$ cat src/design/ncc_pkg.sv
// shared codes and types of the nearest centroid classifier
package ncc_pkg;

    localparam logic CMD_CENTROID = 1'b0;
    localparam logic CMD_SAMPLE   = 1'b1;

    localparam logic CFG_POWER = 1'b0;
    localparam logic CFG_COUNT = 1'b1;

    localparam logic [2:0] POWER_RESET = 3'd2;
    localparam logic [4:0] COUNT_RESET = 5'd2;

    typedef enum logic [2:0] {
        S_IDLE,
        S_READ,
        S_DIFF,
        S_POW,
        S_ACC,
        S_FIN
    } t_state;

    typedef struct packed {
        logic done;
        logic sat;
    } t_term_stat;

endpackage

$ cat src/design/ncc_term_unit.sv
// iterative power unit: raises a magnitude to a power, one multiply per cycle, flagging overflow
module ncc_term_unit #(
    parameter int MAG_W     = 17,
    parameter int DIST_BITS = 48
) (
    input  logic                  i_clk,
    input  logic                  i_rst_n,
    input  logic                  i_load,
    input  logic [MAG_W-1:0]      i_mag,
    input  logic [2:0]            i_power,
    output logic [MAG_W-1:0]      o_mag,
    output logic [DIST_BITS-1:0]  o_term,
    output ncc_pkg::t_term_stat   o_stat
);

    localparam int PW = DIST_BITS + MAG_W;

    logic [2:0]           r_cnt;
    logic [DIST_BITS-1:0] r_term;
    logic [MAG_W-1:0]     r_mag;
    logic                 r_sat;
    logic [PW-1:0]        prod;

    assign prod = PW'(r_term) * PW'(r_mag);

    always_ff @(posedge i_clk) begin
        if (!i_rst_n) begin
            r_cnt <= 3'd0;
        end else if (i_load) begin
            r_cnt <= i_power;
        end else if (r_cnt != 3'd0) begin
            r_cnt <= r_cnt - 3'd1;
        end
    end

    always_ff @(posedge i_clk) begin
        if (i_load) begin
            r_term <= DIST_BITS'(1);
            r_mag  <= i_mag;
            r_sat  <= 1'b0;
        end else if (r_cnt != 3'd0) begin
            r_term <= prod[DIST_BITS-1:0];
            r_sat  <= r_sat | (|prod[PW-1:DIST_BITS]);
        end
    end

    assign o_mag       = r_mag;
    assign o_term      = r_term;
    assign o_stat.done = (r_cnt == 3'd0);
    assign o_stat.sat  = r_sat;

endmodule

$ cat config.mk
export PLATFORM = sky130hd
export DESIGN_NAME = ncc_term_unit
export DESIGN_NICKNAME = d
export VERILOG_FILES = /design/src/design/ncc_pkg.sv /design/src/design/ncc_term_unit.sv
export SDC_FILE = /design/constraint.sdc
export NUM_CORES = 2
export LEC_CHECK = 0
export BUFFER_PORTS_ARGS = -buffer_cell sky130_fd_sc_hd__buf_2
export CAP_MARGIN = 20
export CORE_MARGIN = 8
export CORE_UTILIZATION = 56
export DETAILED_ROUTE_END_ITERATION = 12
export PLACE_DENSITY = 0.73
export SYNTH_ARGS = -nofsm -noshare
export SYNTH_HDL_FRONTEND = slang
export SYNTH_SLANG_ARGS = --single-unit
$ cat constraint.sdc
create_clock -name i_clk -period 8.4 [get_ports i_clk]
set_input_delay 1.68 -clock i_clk [delete_from_list [all_inputs] [get_ports i_clk]]
set_output_delay 1.68 -clock i_clk [all_outputs]
set_load 0.1 [all_outputs]
# Yosys cells after proc, flatten, opt, wreduce, memory -nomap -nowiden
# Index checks and enable logic that the tools add are counted.
totals:
  reg_bits: 69
  inputBits: 23
  output_inout_bits: 67
  word_cells: 13
classes:
  add_sub_neg: 1
  multipliers: 1
  muxes: 2
  n_bitwise: 1
  reduce_logical: 4
ops:
  columns: ["operator", "n"]
  rows:
  - ["$mul A48 B17 Y65", 1]
  - ["$reduce_or A17 Y1", 1]
  - ["$mux W3", 2]
  - ["$logic_not A3 Y1", 1]
  - ["$reduce_bool A3 Y1", 1]
  - ["$sub A3 B1 Y3 const B", 1]
  - ["$reduce_bool A2 Y1", 1]
  - ["$or A1 B1 Y1", 1]

# Logic depth before layout (Yosys ltp)
logic_depth:
  word_depth: 3
  ltp_mapped: 26
  depth_no_buf: 24

# Worst setup path after synthesis
# OpenSTA, ideal clock, no wires.
synth_path:
  path_kind: "reg2reg"
  start: "register r_mag[8], in the netlist o_mag[8]"
  end: "register r_sat"
  setup_ns: 0.135
  arrival_time_ns: 7.023
  required_time_ns: 8.265
  slack_ns: 1.242
  path_stages_with_launch: 27
  path_buffers: 3
  period_less_slack_ns: 7.158
  path_cell_list: "edfxtp_1 clkbuf_1 clkbuf_1 nand2_1 fa_1 inv_1 fa_1 inv_1 fa_1 inv_1 fa_1 fa_1 inv_1 fa_1 inv_1 ha_1 buf_6 a21oi_1 o21ai_0 a221oi_1 o21ai_2 a32o_1 or4b_1 nand3_1 o211ai_1 nor4_2 a41oi_1"
synth_between:
  elab_chain_len: 3
synth_rtl:
  columns: ["element", "line", "source"]
  rows:
  - ["from (decl)", "ncc_term_unit.sv:20", "logic [MAG_W-1:0] r_mag;"]
  - ["from (signal assigned)", "ncc_term_unit.sv:39", "r_mag <= i_mag;"]
  - ["$mul A48 B17 Y65", "ncc_term_unit.sv:24", "assign prod = PW'(r_term) * PW'(r_mag);"]
  - ["$reduce_or A17 Y1", "ncc_term_unit.sv:43", "r_sat <= r_sat | (|prod[PW-1:DIST_BITS]);"]
  - ["$or A1 B1 Y1", "ncc_term_unit.sv:43", null]
  - ["to (signal assigned)", "ncc_term_unit.sv:43", null]
  - ["to (decl)", "ncc_term_unit.sv:21", "logic r_sat;"]
# Every way passes these cells.
# A chain may end at the register's enable or synchronous reset.

# Worst setup path after layout
layout_path:
  start: "register r_mag[11], in the netlist o_mag[11]"
  end: "register r_sat"
# The elaborated chain is that of the path after synthesis.

==> flow_metrics.env <==
export IMPL_core_area_um2=50100
export IMPL_dp_hpwl_mm=60.7
export IMPL_cts_num_sinks=69
export IMPL_grt_antenna_before_repair=0
export IMPL_groute_layer_met2_usage=0.494
export IMPL_synth_warnings=0
export IMPL_die_area_um2=58100
export IMPL_timing_hold_worst_path_depth=2
export IMPL_synth_edf_count=17
export IMPL_rsz0062_at_grt="false"
export IMPL_timing_final_setup_violations=0
export IMPL_layout_cells_most_common="sky130_fd_sc_hd__inv_1"
export IMPL_dr_total_vias=22000
export IMPL_fin_crit_ns=7.81
export IMPL_final_min_period_over_clock_period=0.930
export IMPL_critical_path_class="reg2reg"
export IMPL_status="complete, no violations"
export IMPL_synth_nets=4158
export IMPL_synth_seq_area_share=0.0547
export IMPL_global_route_wire_length_before_repair_mm=129
export IMPL_synth_area_um2=28400
export IMPL_netlist_cell_type_count=76
export IMPL_async_reset_ff_frac=0
export IMPL_drtPass1Iterations=6
export IMPL_row_count=82
export IMPL_detail_route_iter0_violations=1619
export IMPL_postCtsSetupBuffers=0
export IMPL_final_layout_size_suffix_gt1_frac=0.0522
export IMPL_place_gp_congestion=0.913
export IMPL_timing_worst_slew_pin_value_ns=1.18
export IMPL_cts_root_buffer="sky130_fd_sc_hd__clkbuf_16"
export IMPL_die_y_um=241
export IMPL_num_io_pins=90
export IMPL_postSynthRegisterBits=69
export IMPL_required_ns=8.70
export IMPL_clock_skew_ns=0.0101
export IMPL_route_antenna_remaining_nets=0
export IMPL_grt_max_degree=59
export IMPL_cts_reportedPaths_clkPinSlew_ns=0.07
export IMPL_most_common_layout_cells="753 x sky130_fd_sc_hd__inv_1, 689 x sky130_fd_sc_hd__fa_1, 614 x sky130_fd_sc_hd__nand2_1"
export IMPL_synthesis_area_per_instance_um2=8.59
export IMPL_worst_skew_pair_late_latency_ns=0.38
export IMPL_cts_made_buffers=9
export IMPL_num_antenna_cells=0
export IMPL_fin_nets=4102
export IMPL_drv_slew=0
export IMPL_synth_cells=3305
export IMPL_hold_path_class="reg2reg"
export IMPL_grt_use_met3=0.0426
export IMPL_globalRouteOverflowTotal=0
export IMPL_data_arrival_critical_path_ns=8.12
export IMPL_fin_worst_hold_slack_ns=0.477
export IMPL_timing_final_hold_violations=0
export IMPL_stdcell_area_um2=29500
export IMPL_max_cap_viol_count=0
export IMPL_max_clock_freq_ghz=0.128
export IMPL_critPathLaunchType="flop"
export IMPL_routed_wire_length_per_instance_um=19.9
export IMPL_timing_setup_tns_ns=0
export IMPL_max_slew_margin=0.213
export IMPL_crit_path_max_fanout=23
export IMPL_route_detailed_drc=0
export IMPL_timing_critical_path_to_type="flop"
export IMPL_buffer_ports_inserted=89
export IMPL_grt_most_used_layer="met2"
export IMPL_primary_flip_flop_cell_chosen_by_synthesis_mapping="sky130_fd_sc_hd__dfxtp_1"
export IMPL_detail_route_wirelength_mm=78.1
export IMPL_grt_util_met1=0.361
export IMPL_post_drt_via_cell_ratio=5.61
export IMPL_first_global_vias=24800
export IMPL_synthToLayoutAreaGrowth_pct=3.90
export IMPL_global_route_usage_total=0.282
export IMPL_cts_htree_levels=3
export IMPL_postPlaceCellArea_um2=29200
export IMPL_worst_r2r_setup_slack_ns=0.59
export IMPL_final_core_util=0.589
export IMPL_number_of_gates_resized_after_cts=0
export IMPL_dieWidth_um=241
export IMPL_postCtsHoldBufs=0
export IMPL_tritoncts_clock_tree="built"
export IMPL_reg2reg_depth=22
export IMPL_ctsLongestPathBuffers=2
export IMPL_floorplan_initialDensity=0.567
==> area by class of cell <==
| class | instances | area, µm² |
|---|---|---|
| clock buffer | 14 | 264 |
| clock inverter | 2 | 10.0 |
| fill | 4483 | 20600 |
| inverter | 754 | 2830 |
| multi-input combinational | 2286 | 23200 |
| sequential | 69 | 1550 |
| tap | 672 | 841 |
| timing repair buffer | 129 | 766 |
==> synth_stat cells (all sizes together) (14+ instances only) <==
cell type  number  area [µm²]
ha            141        1760
dfxtp          52        1040
a21o           25         189
nor2           49         184
nand4          30         194
a211oi         16         125
buf            14        92.6
nand2         615        2310
o21ai          50         258
xnor2          32         280
a21oi         111         567
nand3          14        70.1
inv           754        2830
edfxtp         17         510
o21bai         14         105
clkbuf        182         683
and2          349        2180
nor3           16        85.1
fa            689       13800
==> routing by layer <==
layer	wire, µm	vias to the layer above	part of all wire
met5	0	-	0
met4	2120	0	0.027
met3	5840	177	0.075
met2	39500	961	0.51
met1	30600	11400	0.39
li1	-	9545	-
==> worst paths after layout <==
path | from | to
min reg2reg | o_term[14] | o_term[14]
max | o_mag[11] | r_sat
max reg2reg | o_mag[11] | r_sat
min | o_term[14] | o_term[14]
==> critical path, stage by stage, from the launching register on <==
cell and delay [ns]:
sky130_fd_sc_hd__edfxtp_1 1.13, sky130_fd_sc_hd__buf_4 0.47, sky130_fd_sc_hd__nand2_1 0.13, sky130_fd_sc_hd__fa_1 0.58, sky130_fd_sc_hd__inv_1 0.07, sky130_fd_sc_hd__fa_1 0.56
sky130_fd_sc_hd__fa_1 0.46, sky130_fd_sc_hd__fa_1 0.46, sky130_fd_sc_hd__fa_1 0.49, sky130_fd_sc_hd__inv_1 0.05, sky130_fd_sc_hd__fa_1 0.48, sky130_fd_sc_hd__inv_1 0.05
sky130_fd_sc_hd__ha_1 0.38, sky130_fd_sc_hd__a21oi_1 0.27, sky130_fd_sc_hd__o21ai_0 0.15, sky130_fd_sc_hd__a21oi_1 0.12, sky130_fd_sc_hd__o21ai_0 0.15, sky130_fd_sc_hd__a211oi_1 0.45
sky130_fd_sc_hd__nand2_2 0.20, sky130_fd_sc_hd__a311oi_4 0.36, sky130_fd_sc_hd__mux2i_1 0.15, sky130_fd_sc_hd__a311o_1 0.38, sky130_fd_sc_hd__a41oi_1 0.18
==> stage by stage <==
| step | cells | setup slack [ns] |
|---|---|---|
| 4_1_cts | 3926 | 0.629 |
| 3_5_place_dp | 3910 | 0.669 |
| 5_1_grt | 3926 | 0.260 |
| 6_report | 3926 | 0.585 |
| 3_3_place_gp | 3909 | 0.745 |
| 2_1_floorplan | 3305 | 1.24 |
==> registers in the layout, indices dropped and copies added, names as in the netlist <==
signal	cells
r_cnt	3
o_mag	17
o_term	48
r_sat	1
==> cell families (layout without fill, tap and decap cells) <==
family / after synthesis / after routing / share of synthesized area
XOR/XNOR: 45 / 45 / 0.0139
multiplexers: 4 / 4 / 0.00141
adder cells (fa/ha/maj): 830 / 830 / 0.548
AND/OR/NAND/NOR: 1123 / 1123 / 0.189
AO/OA/AOI/OAI: 284 / 284 / 0.0653
buffers and inverters: 950 / 899 / 0.127
flip-flops: 69 / 69 / 0.0547
Power is not shown: default switching activity piles up to over one toggle a cycle in this logic, so the estimate is an artifact.
