### config.mk
export PLATFORM = sky130hd
export DESIGN_NAME = ncc_cell
export DESIGN_NICKNAME = d
export VERILOG_FILES = /design/src/design/ncc_cell.sv
export SDC_FILE = /design/constraint.sdc
export NUM_CORES = 1
export LEC_CHECK = 0
export BUFFER_PORTS_ARGS = -buffer_cell sky130_fd_sc_hd__buf_2
export CELL_PAD_IN_SITES_DETAIL_PLACEMENT = 0
export CELL_PAD_IN_SITES_GLOBAL_PLACEMENT = 1
export CORE_MARGIN = 2
export CORE_UTILIZATION = 29
export DETAILED_ROUTE_END_ITERATION = 8
export HOLD_SLACK_MARGIN = 0.15
export PLACE_DENSITY_LB_ADDON = 0.1
export RECOVER_POWER = 25
export SYNTH_ARGS = -nofsm -noshare
export SYNTH_HDL_FRONTEND = slang
export SYNTH_SLANG_ARGS = --single-unit
### constraint.sdc
create_clock -name i_clk -period 0.8 [get_ports i_clk]
set_input_delay 0.12 -clock i_clk [delete_from_list [all_inputs] [get_ports i_clk]]
set_output_delay 0.12 -clock i_clk [all_outputs]
set_load 0.01 [all_outputs]
### src/design/ncc_cell.sv
// one cell of the accumulator chain: distance and overflow mark of one cluster
module ncc_cell #(
    parameter int DIST_BITS = 48
) (
    input  logic                 i_clk,
    input  logic                 i_rst_n,
    input  logic                 i_shift,
    input  logic [DIST_BITS-1:0] i_acc,
    input  logic                 i_mark,
    output logic [DIST_BITS-1:0] o_acc,
    output logic                 o_mark
);

    logic [DIST_BITS-1:0] r_acc;
    logic                 r_mark;

    always_ff @(posedge i_clk) begin
        if (!i_rst_n) begin
            r_acc  <= '0;
            r_mark <= 1'b0;
        end else if (i_shift) begin
            r_acc  <= i_acc;
            r_mark <= i_mark;
        end
    end

    assign o_acc  = r_acc;
    assign o_mark = r_mark;

endmodule

# After elaboration in Yosys (flattened, before gate mapping)
# Index checks and enable logic that the tools add are counted.
# word_totals
register_bits,49
in_bits,52
output_inout_bits,49
word_cells,2

# Logic depth before layout (Yosys ltp)
# Gate-level depths: netlist of run 1.
# logic_depth
ltp_word,0
depth_mapped,5
ltp_nobuf,2

# Worst setup path before layout of run 1
# No wires, ideal clock.
# synth_timing
kind,input to register
startpoint,input i_shift
endpoint,register r_acc[36] (netlist: o_acc[36])
setup_time_ps,116
arrival_ps,722
required_time_ps,684
setup_slack_ps,-38
cell_stages,5
n_path_buf,3
cell_sequence,buf_4 buf_8 buf_12 mux2i_1 nor2b_1
# synth_rtl
item,line,source
from (decl),7,"input logic i_shift,"
to (signal assigned),22,r_acc <= i_acc;
to (decl),14,logic [DIST_BITS-1:0] r_acc;

# Worst setup path in the final report of run 1
# layout_timing
startpoint,register r_acc[47] (netlist: o_acc[47])
endpoint,output o_acc[47]
# layout_rtl
item,line,source
to (decl),10,"output logic [DIST_BITS-1:0] o_acc,"
# No word-level cell between the ends.

==> metrics.log, run 1 <==
[metrics] result of the run: complete, but fails checks
[metrics] violated checks: negative setup slack
[metrics] number of buffers on the longest clock path: 2
[metrics] clock tree from TritonCTS: yes
[metrics] final worst path period share: 1.08
[metrics] Startpoint Class: flop
[metrics] mapped cell area: 1860 µm²
[metrics] critical hold path startpoint: i_acc[3]
[metrics] setup TNS after final layout: -2.63 ns
[metrics] antenna fix cells: 0
[metrics] Synth area leader: sky130_fd_sc_hd__dfxtp_1
[metrics] crit end category: output pin
[metrics] Post-Synthesis Net Count: 210
[metrics] critical register-to-register path startpoint: o_acc[5]
[metrics] critical path cell sequence: buf_6
[metrics] share of the synthesized area in compound gates (AO/OA/AOI/OAI): 0
[metrics] synth top area cells: sky130_fd_sc_hd__dfxtp_1 53%, sky130_fd_sc_hd__mux2i_1 26%, sky130_fd_sc_hd__nor2b_1 16%
[metrics] Global Route Usage Sum: 0.135
[metrics] synthesized instance count: 158
[metrics] final routed wire length divided by cell count: 12.5 µm
[metrics] required time of the critical path: 0.68 ns
[metrics] worst hold path type: input port to flop
[metrics] Layout Cell Area excl Fill: 3350 µm²
[metrics] synthesized-area fraction occupied by xor and xnor cells: 0
[metrics] number of setup violations in the final report: 49
[metrics] measured slew at the worst slew-check pin: 0.162 ns
[metrics] setup slack on the worst flop-to-flop path: 0.08 ns
[metrics] Die X: 84.2 µm
[metrics] number of vias after detailed routing: 1561
[metrics] depth of the CTS H-tree: 2
[metrics] Sw Share: 0.233
[metrics] global placement routability congestion: 0.652
[metrics] Core Area: 6280 µm²
[metrics] multiplexer share of the synthesized area: 0.263
[metrics] cell count after placement: 327
[metrics] master cell of the clock root buffer: sky130_fd_sc_hd__clkbuf_8
[metrics] internal power: 0.00409 W
[metrics] Clk pin slew, worst setup/hold paths: 0.09 ns
[metrics] non-filler instance count after layout: 374
[metrics] flip-flop and latch count after synthesis: 49
[metrics] aggregate global routing overflow: 0
[metrics] Initial Utilization: 0.297
[metrics] cell row count: 29
[metrics] power density over the cells: 1590 nW/µm²
[metrics] fraction of final layout cells sized beyond drive strength 1: 0.505
[metrics] maximum number of pins on one net before global-route repair: 50
[metrics] full die area: 7080 µm²
[metrics] global-route wire length before repair: 7.68 mm
[metrics] combinational fraction of design power: 0.198
[metrics] clock insertion delay at the later pin of the skew report: 0.29 ns
[metrics] final worst-path setup slack: -0.0655 ns
[metrics] Crit Path Max Fanout: 2
[metrics] number of antenna violations at the first check in global routing: 0
[metrics] CP bufs+invs: 1
[metrics] net load switching power: 0.00124 W
[metrics] dominant combinational cell family by area after synthesis: multiplexers
[metrics] RSZ-0062 raised after global routing: true
[metrics] mean cell area of the mapped netlist: 11.8 µm²
[metrics] timing-limited maximum frequency: 1160 MHz
[metrics] arrival time worst endpoint: 0.75 ns
[metrics] number of nets at the end of the flow: 348
[metrics] portion of the post-synthesis area used by sequential elements: 0.527
[metrics] number of search-and-repair iterations in the first detailed-routing pass: 4
[metrics] via-per-instance ratio: 4.17
[metrics] final count of hold timing violations: 0
[metrics] sequential standard cell area: 1040 µm²
[metrics] library cell contributing the largest single delay on the critical path: sky130_fd_sc_hd__dfxtp_2
[metrics] post-synthesis to final-layout area growth: 80.1%
[metrics] relative max-transition margin: 0.889
[metrics] estimated wirelength of the detail-placed design: 2.80 mm
[metrics] leakage component of the power: 1.57 nW
[metrics] Die Y: 84.2 µm
[metrics] number of pins with negative max-slew slack in the final report: 0
[metrics] portion of total power attributed to the clock network: 0.293
[metrics] Worst Path Class, Setup: flop to output pin
[metrics] Cells on Worst Hold Path: 4
[metrics] cell area after placement: 2430 µm²
[metrics] maximum capacitance violations: 0
[metrics] clock sink total: 49
[metrics] post-route total power: 0.00533 W
[metrics] top library cells by usage in the layout, fill and taps aside: 49 x sky130_fd_sc_hd__mux2i_1, 49 x sky130_fd_sc_hd__nor2b_1, 49 x sky130_fd_sc_hd__dfxtp_2, 49 x sky130_fd_sc_hd__buf_6, 46 x sky130_fd_sc_hd__dlygate4sd3_1
[metrics] largest stage delay on the critical path: 0.34 ns
[metrics] final routed DRC violation total: 0
[metrics] count of unique library cells instantiated by Yosys: 8
[metrics] post-synthesis adder-cell area fraction: 0
[metrics] vias in the first global route: 1688
[metrics] number of clock buffers inserted by TritonCTS: 5
[metrics] final period demand of the worst path: 0.866 ns
[metrics] number of cells traversed by the worst register-to-register path: 3
[metrics] maximum vdd drop: 1150 µV
[metrics] share of the synthesized area in the top cell type: 0.527
[metrics] maximum clock skew at final layout: 0 ns
[metrics] count of antenna-violating nets left after detailed routing: 0
[metrics] part of the power in registers: 0.509
[metrics] simple-gate share of the synthesized area: 0.165
[metrics] number of primary I/O pins: 101
[metrics] DRT iter0 DRCs: 42
[metrics] area occupied by multi-input gates: 797 µm²
[metrics] Hold EP: o_acc[3]
[metrics] layout filler cell count: 574
[metrics] end of the worst register-to-register path: o_acc[5]
[metrics] worst setup slack before clock tree synthesis: -0.105 ns
[metrics] Worst path top cell family by delay: flip-flops
[metrics] final WL: 4.67 mm
[metrics] count of buffers from port buffering: 100
[metrics] Yosys Warn Count: 0
## worst min-delay path, cell delays in order
cell                             delay (ns)
sky130_fd_sc_hd__dlymetal6s4s_1        0.16
sky130_fd_sc_hd__buf_2                 0.10
sky130_fd_sc_hd__mux2i_1               0.06
sky130_fd_sc_hd__nor2b_1               0.11
## cells by family after synthesis
family,Yosys count
buffers and inverters,11
DFF,49
muxes,49
and+or+nand+nor,49
## synthesized netlist by cell type
library cell and count:
sky130_fd_sc_hd__clkbuf_1 4, sky130_fd_sc_hd__dfxtp_1 49, sky130_fd_sc_hd__buf_4 4, sky130_fd_sc_hd__buf_12 1
sky130_fd_sc_hd__buf_8 1, sky130_fd_sc_hd__mux2i_1 49, sky130_fd_sc_hd__buf_2 1, sky130_fd_sc_hd__nor2b_1 49
## routing by layer
metal  vias to the layer above  wire (µm)  GRT usage
met5                         -          0          0
met2                        48       2430      0.245
met1                       718       1970      0.157
li1                        791          -          -
met4                         0         40     0.0352
met3                         4        237     0.0364
## repair_timing
action | in CTS | in global routing
setup buffers | 0 | 1
hold buffers | 49 | 0
cloned | 0 | 0
endpoints found under the setup margin | 49 | 63
endpoints found under the hold margin | 49 | 0
gates resized for setup | 98 | 3
## sequential cells by signal, summed over array words and instances, names as in the netlist
register,cells
o_mark,1
o_acc,48
## area by class of cell
class                           count  share of cell area
Timing Repair Buffer              142               0.393
Sequential cell                    49               0.311
Multi-Input combinational cell     98               0.238
Clock buffer                        7              0.0287
Tap cell                           77              0.0287
Clock inverter                      1             0.00149
## worst max path at each step
stage,endpoint,slack [ns],depth (start not counted),from
3_5_place_dp,o_acc[39],-0.10,4,i_shift
3_3_place_gp,o_acc[36],-0.08,4,i_shift
6_report,o_acc[47],-0.07,1,o_acc[47]
4_1_cts,o_acc[2],-0.08,1,o_acc[2]
5_1_grt,o_acc[10],-0.10,1,o_acc[10]
2_1_floorplan,o_acc[36],-0.008,5,i_shift
## power by group through the flow
| stage | combinational (W) | sequential [W] | clock (W) |
|---|---|---|---|
| 3_3_place_gp | 0.000731 | 0.00271 | 0 |
| 4_1_cts | 0.00108 | 0.00272 | 0.00165 |
| 3_5_place_dp | 0.000733 | 0.00271 | 0 |
| 2_1_floorplan | 0.000345 | 0.00278 | 0 |
| 5_1_grt | 0.00114 | 0.00273 | 0.00175 |
| 6_report | 0.00106 | 0.00271 | 0.00156 |
## through the flow
step           hold slack, ns   util
2_1_floorplan           0.289      -
3_3_place_gp            0.377  0.388
3_5_place_dp            0.384  0.388
4_1_cts                 0.285  0.541
5_1_grt                 0.285  0.534
6_report                0.284  0.534
Power figures use the tool's default switching activity.
==> run 2: changes to the inputs <==
--- a/config.mk
+++ b/config.mk
@@ -14,6 +14,7 @@
 export HOLD_SLACK_MARGIN = 0.15
 export PLACE_DENSITY_LB_ADDON = 0.1
 export RECOVER_POWER = 25
+export SETUP_SLACK_MARGIN = 0.2
 export SYNTH_ARGS = -nofsm -noshare
 export SYNTH_HDL_FRONTEND = slang
 export SYNTH_SLANG_ARGS = --single-unit
==> metrics.log, run 2 (synthesis gave the netlist of run 1 again) <==
[metrics] cell area after placement: 2430 µm²
[metrics] antenna fix cells: 0
[metrics] full die area: 7080 µm²
[metrics] timing-limited maximum frequency: 1160 MHz
[metrics] measured slew at the worst slew-check pin: 0.145 ns
[metrics] most frequent standard cell in the layout excluding fill and tap cells: sky130_fd_sc_hd__buf_2
[metrics] combinational fraction of design power: 0.171
[metrics] number of pins with negative max-slew slack in the final report: 0
[metrics] power density over the cells: 1770 nW/µm²
[metrics] number of nets at the end of the flow: 309
[metrics] portion of total power attributed to the clock network: 0.301
[metrics] net load switching power: 0.00119 W
[metrics] clock insertion delay at the later pin of the skew report: 0.29 ns
[metrics] critical path cell sequence: buf_6
[metrics] setup slack on the worst flop-to-flop path: 0.17 ns
[metrics] worst hold path type: input port to flop
[metrics] maximum clock skew at final layout: 0 ns
[metrics] Core Area: 6280 µm²
[metrics] maximum vdd drop: 954 µV
[metrics] number of setup violations in the final report: 49
[metrics] arrival time worst endpoint: 0.74 ns
[metrics] violated checks: negative setup slack
[metrics] Clk pin slew, worst setup/hold paths: 0.08 ns
[metrics] leakage component of the power: 1.38 nW
[metrics] cell row count: 29
[metrics] flip-flop count of the largest register, all copies and words added: 48
[metrics] Die X: 84.2 µm
[metrics] vias in the first global route: 1448
[metrics] Worst path depth: 1
[metrics] count of antenna-violating nets left after detailed routing: 0
[metrics] number of antenna violations at the first check in global routing: 0
[metrics] largest stage delay on the critical path: 0.35 ns
[metrics] layout filler cell count: 626
[metrics] RSZ-0062 raised after global routing: true
[metrics] Crit Path Max Fanout: 2
[metrics] clock tree from TritonCTS: yes
[metrics] number of search-and-repair iterations in the first detailed-routing pass: 2
[metrics] final worst-path setup slack: -0.0608 ns
[metrics] CP bufs+invs: 1
[metrics] final worst path period share: 1.08
[metrics] worst hold slack after final layout: 0.0817 ns
[metrics] fraction of final layout cells sized beyond drive strength 1: 0.616
[metrics] depth of the CTS H-tree: 2
[metrics] aggregate global routing overflow: 0
[metrics] number of clock buffers inserted by TritonCTS: 5
[metrics] post-synthesis to final-layout area growth: 55.8%
[metrics] Sw Share: 0.232
[metrics] number of primary I/O pins: 101
[metrics] internal power: 0.00394 W
[metrics] final routed DRC violation total: 0
[metrics] final period demand of the worst path: 0.861 ns
[metrics] Die Y: 84.2 µm
[metrics] relative max-transition margin: 0.900
[metrics] endpoint of the worst setup timing path: o_acc[33]
[metrics] final routed wire length divided by cell count: 12.2 µm
[metrics] part of the power in registers: 0.528
[metrics] final WL: 4.10 mm
[metrics] Startpoint Class: flop
[metrics] global placement routability congestion: 0.652
[metrics] count of buffers from port buffering: 100
[metrics] estimated wirelength of the detail-placed design: 2.80 mm
[metrics] number of vias after detailed routing: 1385
[metrics] Initial Utilization: 0.297
[metrics] number of cells traversed by the worst register-to-register path: 2
[metrics] fraction of the core area covered by cells at the end of the flow: 0.462
[metrics] Worst path top cell family by delay: flip-flops
[metrics] clock sink total: 49
[metrics] top library cells by usage in the layout, fill and taps aside: 51 x sky130_fd_sc_hd__buf_2, 49 x sky130_fd_sc_hd__mux2i_1, 49 x sky130_fd_sc_hd__nor2b_1, 49 x sky130_fd_sc_hd__buf_6, 48 x sky130_fd_sc_hd__dfxtp_2
[metrics] global-route wire length before repair: 6.82 mm
[metrics] required time of the critical path: 0.68 ns
[metrics] number of buffers on the longest clock path: 2
[metrics] Global Route Usage Sum: 0.120
[metrics] Layout Cell Area excl Fill: 2900 µm²
[metrics] maximum number of pins on one net before global-route repair: 50
[metrics] via-per-instance ratio: 4.13
[metrics] Critical path origin: o_acc[33]
[metrics] master cell of the clock root buffer: sky130_fd_sc_hd__clkbuf_8
[metrics] critical register-to-register path startpoint: o_acc[39]
[metrics] Worst Path Class, Setup: flop to output pin
[metrics] result of the run: complete, but fails checks
[metrics] maximum capacitance violations: 0
[metrics] library cell contributing the largest single delay on the critical path: sky130_fd_sc_hd__dfxtp_1
[metrics] end of the worst register-to-register path: o_acc[39]
[metrics] DRT iter0 DRCs: 47
[metrics] crit end category: output pin
[metrics] final count of hold timing violations: 0
==> run 2: changes by cell type in the layout (fill, tap and decap cells not counted) <==
cell                             change
sky130_fd_sc_hd__dfxtp_2             -1
sky130_fd_sc_hd__dlymetal6s4s_1      -3
sky130_fd_sc_hd__dfxtp_1             +1
sky130_fd_sc_hd__dlygate4sd3_1      -46
sky130_fd_sc_hd__buf_4               -1
sky130_fd_sc_hd__buf_2              +11
==> run 2: worst min-delay path by stage <==
| stage | startpoint | endpoint | slack, ns | cells past startpoint |
|---|---|---|---|---|
| 2_1_floorplan | i_acc[0] | o_acc[0] | 0.29 | 2 |
| 3_3_place_gp | i_acc[16] | o_acc[16] | 0.38 | 3 |
| 3_5_place_dp | i_acc[25] | o_acc[25] | 0.38 | 3 |
| 4_1_cts | i_acc[35] | o_acc[35] | 0.07 | 3 |
| 5_1_grt | i_acc[14] | o_acc[14] | 0.08 | 3 |
| 6_report | i_acc[18] | o_acc[18] | 0.08 | 3 |
==> run 2: cell type report <==
cell class / instances / area (µm²) / share of cell area
Clock buffer: 7 / 96.3 / 0.0332
Clock inverter: 1 / 5.00 / 0.00172
Multi-Input combinational cell: 98 / 797 / 0.275
Sequential cell: 49 / 1040 / 0.359
Tap cell: 77 / 96.3 / 0.0332
Timing Repair Buffer: 103 / 867 / 0.299
==> run 2: timing repair <==
action	in CTS	in global routing
resized for setup	98	0
endpoints found under the setup margin	67	98
endpoints found under the hold margin	49	46
setup buffers	0	0
cloned	0	0
==> run 2: power by group through the flow <==
| stage | Sequential [W] | Combinational [W] | Clock [W] |
|---|---|---|---|
| 2_1_floorplan | 0.00278 | 0.000345 | 0 |
| 3_3_place_gp | 0.00271 | 0.000731 | 0 |
| 3_5_place_dp | 0.00271 | 0.000733 | 0 |
| 4_1_cts | 0.00272 | 0.000891 | 0.00165 |
| 5_1_grt | 0.00274 | 0.000956 | 0.00174 |
| 6_report | 0.00271 | 0.000878 | 0.00155 |
==> run 2: worst register-to-register path, delay by kind of cell (launching register included) <==
family,cells,cell delay (ns)
DFF,1,0.33
muxes,1,0.14
and+or+nand+nor,1,0.06
==> run 2: metal layers <==
layer / wire length [µm] / part of all wire / global-route usage
met5: 0 / 0 / 0
met4: 40 / 0.0098 / 0.0352
met3: 270 / 0.066 / 0.0423
met2: 1980 / 0.48 / 0.193
met1: 1800 / 0.44 / 0.152
==> run 2: per-stage QoR <==
| stage | total power [W] | worst slack [ns] | cells | TNS, ns |
|---|---|---|---|---|
| 2_1_floorplan | 0.00312 | -0.00780 | 158 | -0.0780 |
| 3_3_place_gp | 0.00344 | -0.0778 | 327 | -3.09 |
| 3_5_place_dp | 0.00344 | -0.105 | 327 | -3.47 |
| 4_1_cts | 0.00526 | -0.0797 | 335 | -3.40 |
| 5_1_grt | 0.00543 | -0.102 | 335 | -4.45 |
| 6_report | 0.00514 | -0.0608 | 335 | -2.54 |
